File: config.mk
export PLATFORM = sky130hd
export DESIGN_NAME = chfp_front_flat
export DESIGN_NICKNAME = d
export VERILOG_FILES = /design/src/rtl/core/chfp_pkg.sv /design/src/rtl/core/chfp_if.sv /design/src/rtl/core/chfp_front.sv /design/src/flat_wrapper.sv
export SDC_FILE = /design/constraint.sdc
export NUM_CORES = 1
export LEC_CHECK = 0
export ABC_CLOCK_PERIOD_IN_PS = 950
export CAP_MARGIN = 20
export CORE_AREA = 10 10 47 49
export DETAILED_ROUTE_END_ITERATION = 10
export DIE_AREA = 0 0 57 59
export DONT_BUFFER_PORTS = 1
export PLACE_DENSITY_LB_ADDON = 0.12
export SYNTH_ARGS = -nofsm -noshare
export SYNTH_HDL_FRONTEND = slang
export SYNTH_SLANG_ARGS = --single-unit
export TNS_END_PERCENT = 50
File: constraint.sdc
create_clock -name vclk -period 0.95
set_clock_uncertainty 0.2 [all_clocks]
set_input_delay 0.0475 -clock vclk [all_inputs]
set_output_delay 0.0475 -clock vclk [all_outputs]
set_load 0.01 [all_outputs]
File: src/rtl/core/chfp_pkg.sv
package chfp_pkg;

   // Histogram geometry
   localparam int ALPHABET_SIZE = 128;
   localparam int COUNT_BITS    = 32;
   localparam int BIN_BITS      = $clog2(ALPHABET_SIZE);

   // Field widths of the channels
   localparam int OP_BITS     = 1;
   localparam int BYTE_BITS   = 8;
   localparam int INDEX_BITS  = 7;
   localparam int OUT_BITS    = 32;
   localparam int UNIQUE_BITS = 8;

   // The distinct-code counter stops at the top of its field.
   localparam int DISTINCT_MAX = 255;

   // Command queue between front and back
   localparam int QUEUE_DEPTH = 4;
   localparam int QPTR_BITS   = $clog2(QUEUE_DEPTH);

   typedef logic [COUNT_BITS-1:0] count_type;
   typedef logic [BIN_BITS-1:0]   bin_type;

   localparam count_type COUNT_MAX = '1;

   // Operation codes of the input item
   localparam logic [OP_BITS-1:0] OP_ADD  = 1'b0;
   localparam logic [OP_BITS-1:0] OP_READ = 1'b1;

   // Class of a command after decoding
   typedef enum logic [1:0] {
      KIND_ADD,     // add of a byte that has a bin
      KIND_ERR,     // add of a byte beyond the alphabet
      KIND_READ,    // read of an existing bin
      KIND_EMPTY    // read of a bin beyond the alphabet
   } kind_type;

   typedef struct packed {
      kind_type kind;
      bin_type  bin;
   } cmd_type;

endpackage

File: src/rtl/core/chfp_if.sv
interface chfp_req_if;
   import chfp_pkg::*;

   logic                   valid;
   logic                   ready;
   logic [OP_BITS-1:0]     operation;
   logic [BYTE_BITS-1:0]   char_byte;
   logic [INDEX_BITS-1:0]  bin_index;

   modport source (output valid, output operation, output char_byte, output bin_index,
                   input ready);
   modport sink   (input valid, input operation, input char_byte, input bin_index,
                   output ready);
endinterface


File: src/rtl/core/chfp_front.sv
module chfp_front (
   chfp_req_if.sink           req_chan,
   input  logic               queue_full,
   output logic               push,
   output chfp_pkg::cmd_type  push_cmd
);
   import chfp_pkg::*;

   // Items are taken whenever the queue has room.
   assign req_chan.ready = !queue_full;
   assign push           = req_chan.valid && !queue_full;

   // Decode the item into a command class and a bin number.
   always_comb begin
      push_cmd.kind = KIND_EMPTY;
      push_cmd.bin  = '0;
      if (req_chan.operation == OP_ADD) begin
         if (32'(req_chan.char_byte) < ALPHABET_SIZE) begin
            push_cmd.kind = KIND_ADD;
            push_cmd.bin  = BIN_BITS'(req_chan.char_byte);
         end else begin
            push_cmd.kind = KIND_ERR;
         end
      end else if (32'(req_chan.bin_index) < ALPHABET_SIZE) begin
         push_cmd.kind = KIND_READ;
         push_cmd.bin  = BIN_BITS'(req_chan.bin_index);
      end
   end

endmodule

File: src/flat_wrapper.sv
// flat-port wrapper written by rule: the top's interface ports become plain ports
module chfp_front_flat import chfp_pkg::*;
  (queue_full, push, push_cmd, req_chan_valid, req_chan_operation, req_chan_char_byte, req_chan_bin_index, req_chan_ready);
  chfp_req_if req_chan_i ();
  input  logic queue_full;
  output logic push;
  output chfp_pkg::cmd_type push_cmd;
  input wire logic [$bits(req_chan_i.valid)-1:0] req_chan_valid;
  input wire logic [$bits(req_chan_i.operation)-1:0] req_chan_operation;
  input wire logic [$bits(req_chan_i.char_byte)-1:0] req_chan_char_byte;
  input wire logic [$bits(req_chan_i.bin_index)-1:0] req_chan_bin_index;
  output wire logic [$bits(req_chan_i.ready)-1:0] req_chan_ready;
  assign req_chan_i.valid = req_chan_valid;
  assign req_chan_i.operation = req_chan_operation;
  assign req_chan_i.char_byte = req_chan_char_byte;
  assign req_chan_i.bin_index = req_chan_bin_index;
  assign req_chan_ready = req_chan_i.ready;
  chfp_front u_core (.req_chan(req_chan_i), .queue_full(queue_full), .push(push), .push_cmd(push_cmd));
endmodule
After elaboration in Yosys (flattened, before gate mapping):

Cells that the tools add are included.

* flip-flop bits (word level): 0
* latch bits: 0
* memory bits (writable): 0
* memory bits (read-only): 0
* bits of input ports: 18
* output and inout bits: 11
* logic and storage cells: 6
* memories kept: 0

* add/sub/neg operators: 0
* $mul: 0
* div/mod/pow operators: 0
* order comparisons: 1
* eq/ne operators: 0
* shift operators: 0
* mux-type cells: 3
* bitwise gates (word level): 0
* reductions and logical operators: 2

Operators with widths (number)
* two-way mux 9 bit: 1
* < comparator 8 bit, second input constant: 1
* two-way mux 7 bit: 1
* logical AND 1 bit: 1
* zero test 1 bit: 1
* two-way mux 1 bit: 1

Depth between registers and ports, before layout:

* word-level depth: 3
* gate-level depth with buffers: 3

Least setup slack after synthesis:

No wires, ideal clock.

* path kind: input -> output
* from: input req_chan_operation
* to: output push_cmd[0] (netlist bit)
* arrival time: 0.463 ns
* required time: 0.702 ns
* path slack: 0.239 ns
* stages: 3
* cells stage by stage: buf_6 nor2_4 a22o_1

RTL lines
* from (decl): line flat_wrapper.sv:9 `input wire logic [$bits(req_chan_i.operation)-1:0] req_chan_operation;`
* to (decl): line flat_wrapper.sv:7 `output chfp_pkg::cmd_type push_cmd;`

Final worst setup path:

* from: input queue_full
* to: output req_chan_ready

* cells in the longest elaborated chain, start to end: 1

Ends and longest elaborated chain
* from (decl): line flat_wrapper.sv:5 `input logic queue_full;`
* zero test 1 bit: line chfp_front.sv:10 `assign req_chan.ready = !queue_full;`
* to (decl): line flat_wrapper.sv:12 `output wire logic [$bits(req_chan_i.ready)-1:0] req_chan_ready;`

Every way passes these cells.

==> impl_metrics.ini <==
[timing]
setup_viol = 0
fin_crit_sh = 0.9838
rsz0062_at_grt = false
max_slew_margin = 0.8435
fin_crit_ns = 0.9346
setup-tns-final_ns = 0
clock.fmax_mhz = 1070
holdWs_ns = -0.05341
slew_viol_final = 0
hold_viol = 1
worst_pin_slew_ns = 0.2343

[setup_path]
critPathKind = input pin to output port
crit_cells = 2
crit_slowest_cell = dlygate4sd3_1
crit_start = queue_full
cp.arrival_ns = 0.69
path_cells = inv_1, dlygate4sd3_1
crit_family = buffers and inverters
critPathLaunchType = input pin
cpPeakStageDelay_ns = 0.61
critical_path.endpoint_type = output port
required_ns = 0.70
path_buf_inv = 2
worst-path-max-fanout = 2
critPathCapture = req_chan_ready

[global_route]
grt_pass1_vias = 146
busiest_layer = met2
grt.overflow.total = 0
grt_pass1_wl_um = 800
grtUsageMet1 = 0.02607
use_met2 = 0.03876
grt_use_total = 0.02720
antenna_found_initial = 0
grt_max_degree = 12
grt_util_met3 = 0.03433

[cells_and_area]
seqCellArea_um2 = 0
syn_to_final_growth_pct = 24.73
antennaDiodeCount = 0
clkbuf_count = 0
nets = 36
finalNonFillerCells = 32
fin_util = 0.1036
seq_cell_count = 0
final_area_um2 = 145.1
drive_above_1_share = 0.1875

[clock_tree]
cts_setup_buffers = 0
hold_buffers = 2
post_cts_resized = 0

[route]
drt_iter0_markers = 1
drc = 0
drtAntennaViolNets = 0
wl_um = 597
firstDrtPassIters = 2
viasPerCell = 4.188
wire_per_inst_um = 18.66
vias = 134

[synth]
yosys_warnings = 0
syn_area_um2 = 116.4
synth_cell_types = 10
synth_top_area_cell = a22o_1
ys_top_cells_by_area = a22o_1, buf_6, nor2_4, and2b_2, buf_4
ys_seq_area_frac = 0
synthDominantCellAreaShare = 0.4516
avgSynthCellArea_um2 = 7.757
synth_fp_nets = 33
synthCells = 15

[floorplan]
die_w_um = 57
num_rows = 14
ios = 29
dieArea_um2 = 3363
coreArea_um2 = 1401
die_h_um = 59
start_util = 0.08304

[pwr]
powerDensity_nw_per_um2 = 453.6
p_leak_nw = 0.05635
ir_drop_mv = 0.08308

[run_status]
outcome = finished, violations left
violations = negative hold slack

[placed_design]
gp_congestion = 0.5678
dp.cells = 30
port_buffers = 0
post_dp_cell_area_um2 = 125.1

[min_path]
min_path_type = input pin to output port

[flow_run]
maxCapViolCount = 0
[cells by family (layout without fill, tap and decap cells)]
group	Yosys count	count (layout)	share of synthesized area
simple gates	5	5	0.3119
compound gates	7	7	0.4946
buf+inv	3	4	0.1935
[per-stage QoR]
step                      setup slack, ns  total power, mW
final                             0.01541          0.06583
after global placement             0.2630          0.06034
after CTS                         0.02898          0.06731
after floorplan                    0.2392          0.06151
after global routing             0.003881          0.07186
after detailed placement           0.2586          0.05915
[cell usage in the layout, fill, tap and decap left out]
| master | netlist | routed |
|---|---|---|
| a22o_1 | 6 | 6 |
| and2b_2 | 1 | 1 |
| buf_4 | 1 | 1 |
| dlygate4sd3_1 | 0 | 2 |
| inv_1 | 1 | 1 |
| nand2_1 | 1 | 1 |
| nand2b_1 | 1 | 1 |
| nor2_4 | 1 | 1 |
| nor2b_1 | 1 | 1 |
| o21ai_0 | 1 | 1 |
[synthesized netlist by cell type (all sizes together)]
cell,count
a22o,6
buf,2
and2b,1
inv,1
nand2,1
nand2b,1
nor2,1
nor2b,1
o21ai,1
[layer usage]
| metal | part of all wire | up-vias |
|---|---|---|
| met2 | 0.36 | 25 |
| met3 | 0.30 | 0 |
| met5 | 0 | - |
| li1 | - | 57 |
| met4 | 0 | 0 |
| met1 | 0.34 | 52 |
[report_power, final]
part | total (mW) | internal (mW) | switching, mW
Sequential | 0 | 0 | 0
Clock | 0 | 0 | 0
Combinational | 0.0658 | 0.0321 | 0.0337
Total | 0.0658 | 0.0321 | 0.0337
[layout make-up]
class / instances / area [µm²]
multi-input cells: 12 / 93.84
inverters: 1 / 3.754
repair buffers: 3 / 27.53
fillers: 163 / 1256
well taps: 16 / 20.02
[worst min-delay path by stage]
stage	startpoint	end	slack (ns)	depth (start not counted)
floorplan	queue_full	req_chan_ready	-0.06	1
global placement	req_chan_operation	push_cmd[8]	-0.10	0
detailed placement	req_chan_operation	push_cmd[8]	-0.10	0
CTS	queue_full	push	-0.05	1
global route	queue_full	push	-0.05	1
finish	queue_full	push	-0.05	1
Power figures use the tool's default switching activity.
