## config.mk

```make
export PLATFORM = sky130hd
export DESIGN_NAME = chfp_queue
export DESIGN_NICKNAME = d
export VERILOG_FILES = /design/src/rtl/core/chfp_pkg.sv /design/src/rtl/core/chfp_queue.sv
export SDC_FILE = /design/constraint.sdc
export NUM_CORES = 1
export LEC_CHECK = 0
export BUFFER_PORTS_ARGS = -buffer_cell sky130_fd_sc_hd__buf_2
export CAP_MARGIN = 40
export CORE_MARGIN = 8
export CORE_UTILIZATION = 50
export CTS_CLUSTER_DIAMETER = 40
export DETAILED_ROUTE_END_ITERATION = 16
export GPL_TIMING_DRIVEN = 0
export PLACE_DENSITY = 0.81
export SKIP_LAST_GASP = 1
export SYNTH_ARGS = -nofsm -noshare
export SYNTH_HDL_FRONTEND = slang
export SYNTH_SLANG_ARGS = --single-unit
```

## constraint.sdc

```tcl
create_clock -name clock -period 1.6 [get_ports clock]
set_clock_uncertainty 0.1 [all_clocks]
set_input_delay 0.32 -clock clock [delete_from_list [all_inputs] [get_ports clock]]
set_output_delay 0.32 -clock clock [all_outputs]
set_load 0.05 [all_outputs]
```

## src/rtl/core/chfp_pkg.sv

```systemverilog
package chfp_pkg;

   // Histogram geometry
   localparam int ALPHABET_SIZE = 128;
   localparam int COUNT_BITS    = 32;
   localparam int BIN_BITS      = $clog2(ALPHABET_SIZE);

   // Field widths of the channels
   localparam int OP_BITS     = 1;
   localparam int BYTE_BITS   = 8;
   localparam int INDEX_BITS  = 7;
   localparam int OUT_BITS    = 32;
   localparam int UNIQUE_BITS = 8;

   // The distinct-code counter stops at the top of its field.
   localparam int DISTINCT_MAX = 255;

   // Command queue between front and back
   localparam int QUEUE_DEPTH = 4;
   localparam int QPTR_BITS   = $clog2(QUEUE_DEPTH);

   typedef logic [COUNT_BITS-1:0] count_type;
   typedef logic [BIN_BITS-1:0]   bin_type;

   localparam count_type COUNT_MAX = '1;

   // Operation codes of the input item
   localparam logic [OP_BITS-1:0] OP_ADD  = 1'b0;
   localparam logic [OP_BITS-1:0] OP_READ = 1'b1;

   // Class of a command after decoding
   typedef enum logic [1:0] {
      KIND_ADD,     // add of a byte that has a bin
      KIND_ERR,     // add of a byte beyond the alphabet
      KIND_READ,    // read of an existing bin
      KIND_EMPTY    // read of a bin beyond the alphabet
   } kind_type;

   typedef struct packed {
      kind_type kind;
      bin_type  bin;
   } cmd_type;

endpackage

```

## src/rtl/core/chfp_queue.sv

```systemverilog
module chfp_queue (
   input  logic               clock,
   input  logic               reset,
   input  logic               push,
   input  chfp_pkg::cmd_type  push_cmd,
   output logic               full,
   input  logic               pop,
   output chfp_pkg::cmd_type  pop_cmd,
   output logic               empty
);
   import chfp_pkg::*;

   cmd_type                slot_ff [QUEUE_DEPTH];
   logic [QPTR_BITS-1:0]   wr_ptr_ff, wr_ptr_in;
   logic [QPTR_BITS-1:0]   rd_ptr_ff, rd_ptr_in;
   logic [QPTR_BITS:0]     fill_ff, fill_in;

   assign full    = (fill_ff == (QPTR_BITS+1)'(QUEUE_DEPTH));
   assign empty   = (fill_ff == '0);
   assign pop_cmd = slot_ff[rd_ptr_ff];

   // Pointer and fill level update.
   always_comb begin
      wr_ptr_in = wr_ptr_ff;
      rd_ptr_in = rd_ptr_ff;
      fill_in   = fill_ff;
      if (push) begin
         wr_ptr_in = wr_ptr_ff + 1'b1;
      end
      if (pop) begin
         rd_ptr_in = rd_ptr_ff + 1'b1;
      end
      if (push && !pop) begin
         fill_in = fill_ff + 1'b1;
      end else if (pop && !push) begin
         fill_in = fill_ff - 1'b1;
      end
   end

   always_ff @(posedge clock) begin
      if (reset) begin
         wr_ptr_ff <= '0;
         rd_ptr_ff <= '0;
         fill_ff   <= '0;
      end else begin
         wr_ptr_ff <= wr_ptr_in;
         rd_ptr_ff <= rd_ptr_in;
         fill_ff   <= fill_in;
      end
   end

   // Slot storage carries no reset.
   always_ff @(posedge clock) begin
      if (push) begin
         slot_ff[wr_ptr_ff] <= push_cmd;
      end
   end

endmodule

```

Word-level counts from Yosys, hierarchy flattened:

Memories as Yosys holds them, arrays and structs flattened. A register that Yosys moved wholly into a read port is not among the register bits.
Cells that the tools add are included.
W data, S select, Z words.

* bits in registers: 7
* RAM bits: 36
* input port bits: 13
* memories kept: 1

Memory list
* slot_ff: depth 4, bits a word 9, read ports 1, clocked after memory_dff 1, write ports 1, line chfp_queue.sv:13 `cmd_type slot_ff [QUEUE_DEPTH];`

* $add $sub $neg: 4
* equality and inequality tests: 1
* mux-type cells: 6
* reduce and logical (&&, ||, !) cells: 6

Operators by type and width (count)
* $mux W3: 2
* $add A2 B1 Y2 const B: 2
* $mux W2: 2
* $add A3 B1 Y3 const B: 1
* $eq A3 B3 Y1 const B: 1
* $logic_not A3 Y1: 1
* $sub A3 B1 Y3 const B: 1
* $logic_and A1 B1 Y1: 2
* $logic_not A1 Y1: 2
* $mux W1: 2
* $reduce_bool A2 Y1: 1

Logic depth before layout (Yosys ltp):

* word-level depth: 4
* depth in mapped cells: 7
* depth with buffers taken out: 7

Worst setup path before layout:

OpenSTA, ideal clock, no wires.

* kind: flip-flop to output port
* from: register fill_ff[1]
* to: output full
* data arrival time: 1.502 ns
* data required time: 1.180 ns
* setup slack: -0.322 ns
* cell stages (with the launch flop): 2
* buffers on the path: 0
* path through: dfxtp_1 nor3b_1

* longest elaborated chain between the ends: 1

Ends and longest elaborated chain
* from (decl): line chfp_queue.sv:16 `logic [QPTR_BITS:0] fill_ff, fill_in;`
* from (signal assigned): line chfp_queue.sv:48 `fill_ff <= fill_in;`
* $eq A3 B3 Y1: line chfp_queue.sv:18 `assign full = (fill_ff == (QPTR_BITS+1)'(QUEUE_DEPTH));`
* to (decl): line chfp_queue.sv:6 `output logic full,`

No other way between the ends.

==> flow_metrics.py <==
metrics = {
    "sta": {
        "timing_max_transition_violations_final": 0,
        "finalCriticalPeriod_ns": 2.00,
        "max_clock_freq_mhz": 500,
        "timing.final.crit_share_pct": 125,
        "rsz0062_at_grt": "yes",
        "count_of_endpoints_failing_hold_in_the_final_timing_report": 0,
        "post_route_hold_slack_ns": 0.0862,
        "worst_relative_slew_slack_pct": 67.7,
        "setup_viol": 9,
        "setup_ws_ns": -0.400,
        "transition_time_at_the_pin_with_the_least_slew_margin_ns": 0.485,
    },
    "grt": {
        "grt_antenna_before_repair": 0,
        "grt_overflow": 0,
        "via_count_of_the_first_global_routing_pass": 931,
        "grt_pass1_wl_um": 4400,
        "global_route.usage.total_pct": 11.2,
        "maximum_number_of_pins_on_one_net_before_global_route_repair": 14,
    },
    "logic_synthesis": {
        "async_reset_ff_share_pct": 0,
        "number_of_enable_flip_flop_cells_after_synthesis": 36,
        "syn-cell-area_mm2": 0.00173,
        "yosysWarningCount": 0,
        "synth_cells": 91,
        "syn-num-nets": 110,
        "avgSynthCellArea_um2": 19.0,
        "yosys_most_used_dff": "edfxtp_1",
        "seq_area_frac_synth_pct": 72.9,
        "synth.lib_cells_used.distinct": 20,
        "postSynthRegisterBits": 45,
    },
    "worst_setup_path": {
        "r2r_slack_ns": 0.07,
        "worst_r2r_endpoint": "fill_ff[2]$_SDFFE_PP0P_",
        "crit_path_end": "pop_cmd[2]",
        "timing.critical_path.arrival_ns": 1.58,
        "critPathKind": "reg2out",
        "cp.required_ns": 1.18,
        "critical_path_peak_fanout": 5,
        "timing.critical_path.from_type": "flip-flop",
        "r2r-start": "fill_ff[0]$_SDFFE_PP0P_",
        "timing.critical_path.to_type": "output pin",
        "reg2reg_depth": 4,
    },
    "routing": {
        "drt_iter0_drc": 38,
        "via_per_inst": 5.21,
        "antenna_violating_nets_post_route": 0,
        "drt_wl_total_um": 2730,
        "drt_drc_violations_left": 0,
        "drt-pass1-iter-count": 4,
        "route.vias.total": 875,
        "wire_length_per_cell_um": 16.2,
    },
    "cts": {
        "cts_tree": "yes",
        "cts.repair_timing.setup_buffer_count": 0,
        "cts_buffers": 5,
        "ctsRootBufferMaster": "clkbuf_4",
        "clock_tree.htree_level_count": 2,
        "ctsHoldBuffers": 0,
        "clock_latency_ns": 0.34,
        "clock-sinks": 45,
        "clkTransAtPathRegs_ns": 0.12,
        "clock_buffer_depth": 2,
    },
    "placed_design": {
        "number_of_instances_in_the_placed_design": 159,
        "place_congestion": 0.659,
        "io_buffer_count": 22,
        "dpl_cell_area_mm2": 0.00193,
        "dp.final_hpwl_um": 1800,
    },
    "cells_and_area": {
        "synthToLayoutAreaGrowth_pct": 23.3,
        "postLayoutCoreUtil_pct": 63.9,
        "layout.cell_area.non_filler_mm2": 0.00213,
        "layoutNonFillerInstCount": 168,
        "fraction_of_layout_cells_with_a_size_suffix_above_1_pct": 41.8,
        "mostFrequentLayoutCell": "edfxtp_1",
        "num-nets-final": 140,
        "mostFrequentLayoutCells": "edfxtp_1 (36), mux4_2 (9), buf_2 (9), buf_6 (9), nor2_1 (7)",
        "insertedDiodeCount": 0,
    },
    "floorplan": {
        "floorplan.die.height_um": 74.8,
        "core_region_area_mm2": 0.00334,
        "initial_core_util_pct": 51.8,
        "fp.dieArea_mm2": 0.00560,
        "rows": 21,
        "die_width_um": 74.8,
        "io-pin-count": 24,
    },
    "worst_hold_path": {
        "path_type_of_the_worst_min_delay_path": "in2reg",
    },
    "status": {
        "status": "finished with violations",
        "failed_checks": "negative setup slack",
    },
    "power_and_ir_drop": {
        "power_w": 0.00259,
        "ir_worst_vdd_uv": 621,
        "pwr_density_cell_mw_per_mm2": 1210,
        "leakagePower_nw": 0.761,
    },
    "job": {
        "max_cap_violations": 0,
    },
}
[cells by family after synthesis]
kind of cell / synth area share [%]
flip-flops: 72.9
AND/OR/NAND/NOR: 4.27
multiplexers: 12.9
buffers and inverters: 2.03
adder cells (fa/ha/maj): 4.78
XOR/XNOR: 2.53
AO/OA/AOI/OAI: 0.578
[routing by layer]
layer | up-vias | track usage (%) | routed length, um
met5 | - | 0 | 0
met4 | 0 | 5.87 | 29
met3 | 2 | 4.53 | 173
met2 | 27 | 19.8 | 1470
met1 | 444 | 11.0 | 1050
li1 | 402 | - | -
[flip-flops by register name, indices dropped and copies added (netlist names), named ones only]
signal and count:
rd_ptr_ff 2, fill_ff 3, wr_ptr_ff 2, slot_ff 36
[Yosys cell counts, types with 2 or more instances]
master    count  share of area [%]
edfxtp_1     36                 63
dfxtp_1       9                 10
mux4_2        9                 12
nor2_1        7                1.5
ha_1          5                3.6
and2_1        4                1.4
inv_1         4               0.87
xor2_1        3                1.5
mux2i_1       2                1.2
xnor2_1       2                1.0
[critical path, stage by stage, from the launching register on]
cell     delay [ns]
dfxtp_4        0.41
buf_8          0.13
mux4_2         0.52
buf_6          0.17
[layout make-up]
class	count	area, um2
Multi-Input combinational cell	39	465
Sequential cell	45	1270
Clock inverter	2	33.8
Inverter	4	27.5
Fill cell	254	1200
Timing Repair Buffer	23	211
Buffer	3	23.8
Tap cell	46	57.6
Clock buffer	6	41.3
[timing repair]
action | 4_1_cts | 5_1_grt
setup endpoints to repair | 12 | 12
gates cloned | 1 | 0
hold endpoints to repair | 0 | 0
gates resized for setup | 26 | 8
pin swaps | 0 | 3
[worst min path at each step]
stage                                        from                       to  slack [ns]  cells past startpoint
after floorplan                       push_cmd[0]  slot_ff[0][0]$_DFFE_PP_        0.32                      0
after global placement    fill_ff[2]$_SDFFE_PP0P_  fill_ff[2]$_SDFFE_PP0P_        0.40                      2
after detailed placement  fill_ff[2]$_SDFFE_PP0P_  fill_ff[2]$_SDFFE_PP0P_        0.42                      2
after CTS                             push_cmd[4]  slot_ff[3][4]$_DFFE_PP_        0.06                      1
after global routing                  push_cmd[1]  slot_ff[2][1]$_DFFE_PP_        0.06                      1
final                                 push_cmd[1]  slot_ff[2][1]$_DFFE_PP_        0.09                      1
[power breakdown]
| group | switching [W] | total (W) | internal, W |
|---|---|---|---|
| combinational | 0.000316 | 0.000550 | 0.000233 |
| sequential | 0.0000424 | 0.00138 | 0.00134 |
| clock | 0.000328 | 0.000654 | 0.000326 |
[per-stage QoR]
stage / setup slack [ns] / TNS (ns)
3_3_place_gp: -0.240 / -0.597
6_report: -0.400 / -3.36
3_5_place_dp: -0.277 / -0.808
4_1_cts: -0.435 / -3.66
2_1_floorplan: -0.0215 / -0.0215
5_1_grt: -0.463 / -3.90
Note: power is estimated with default switching activity, not from simulation.
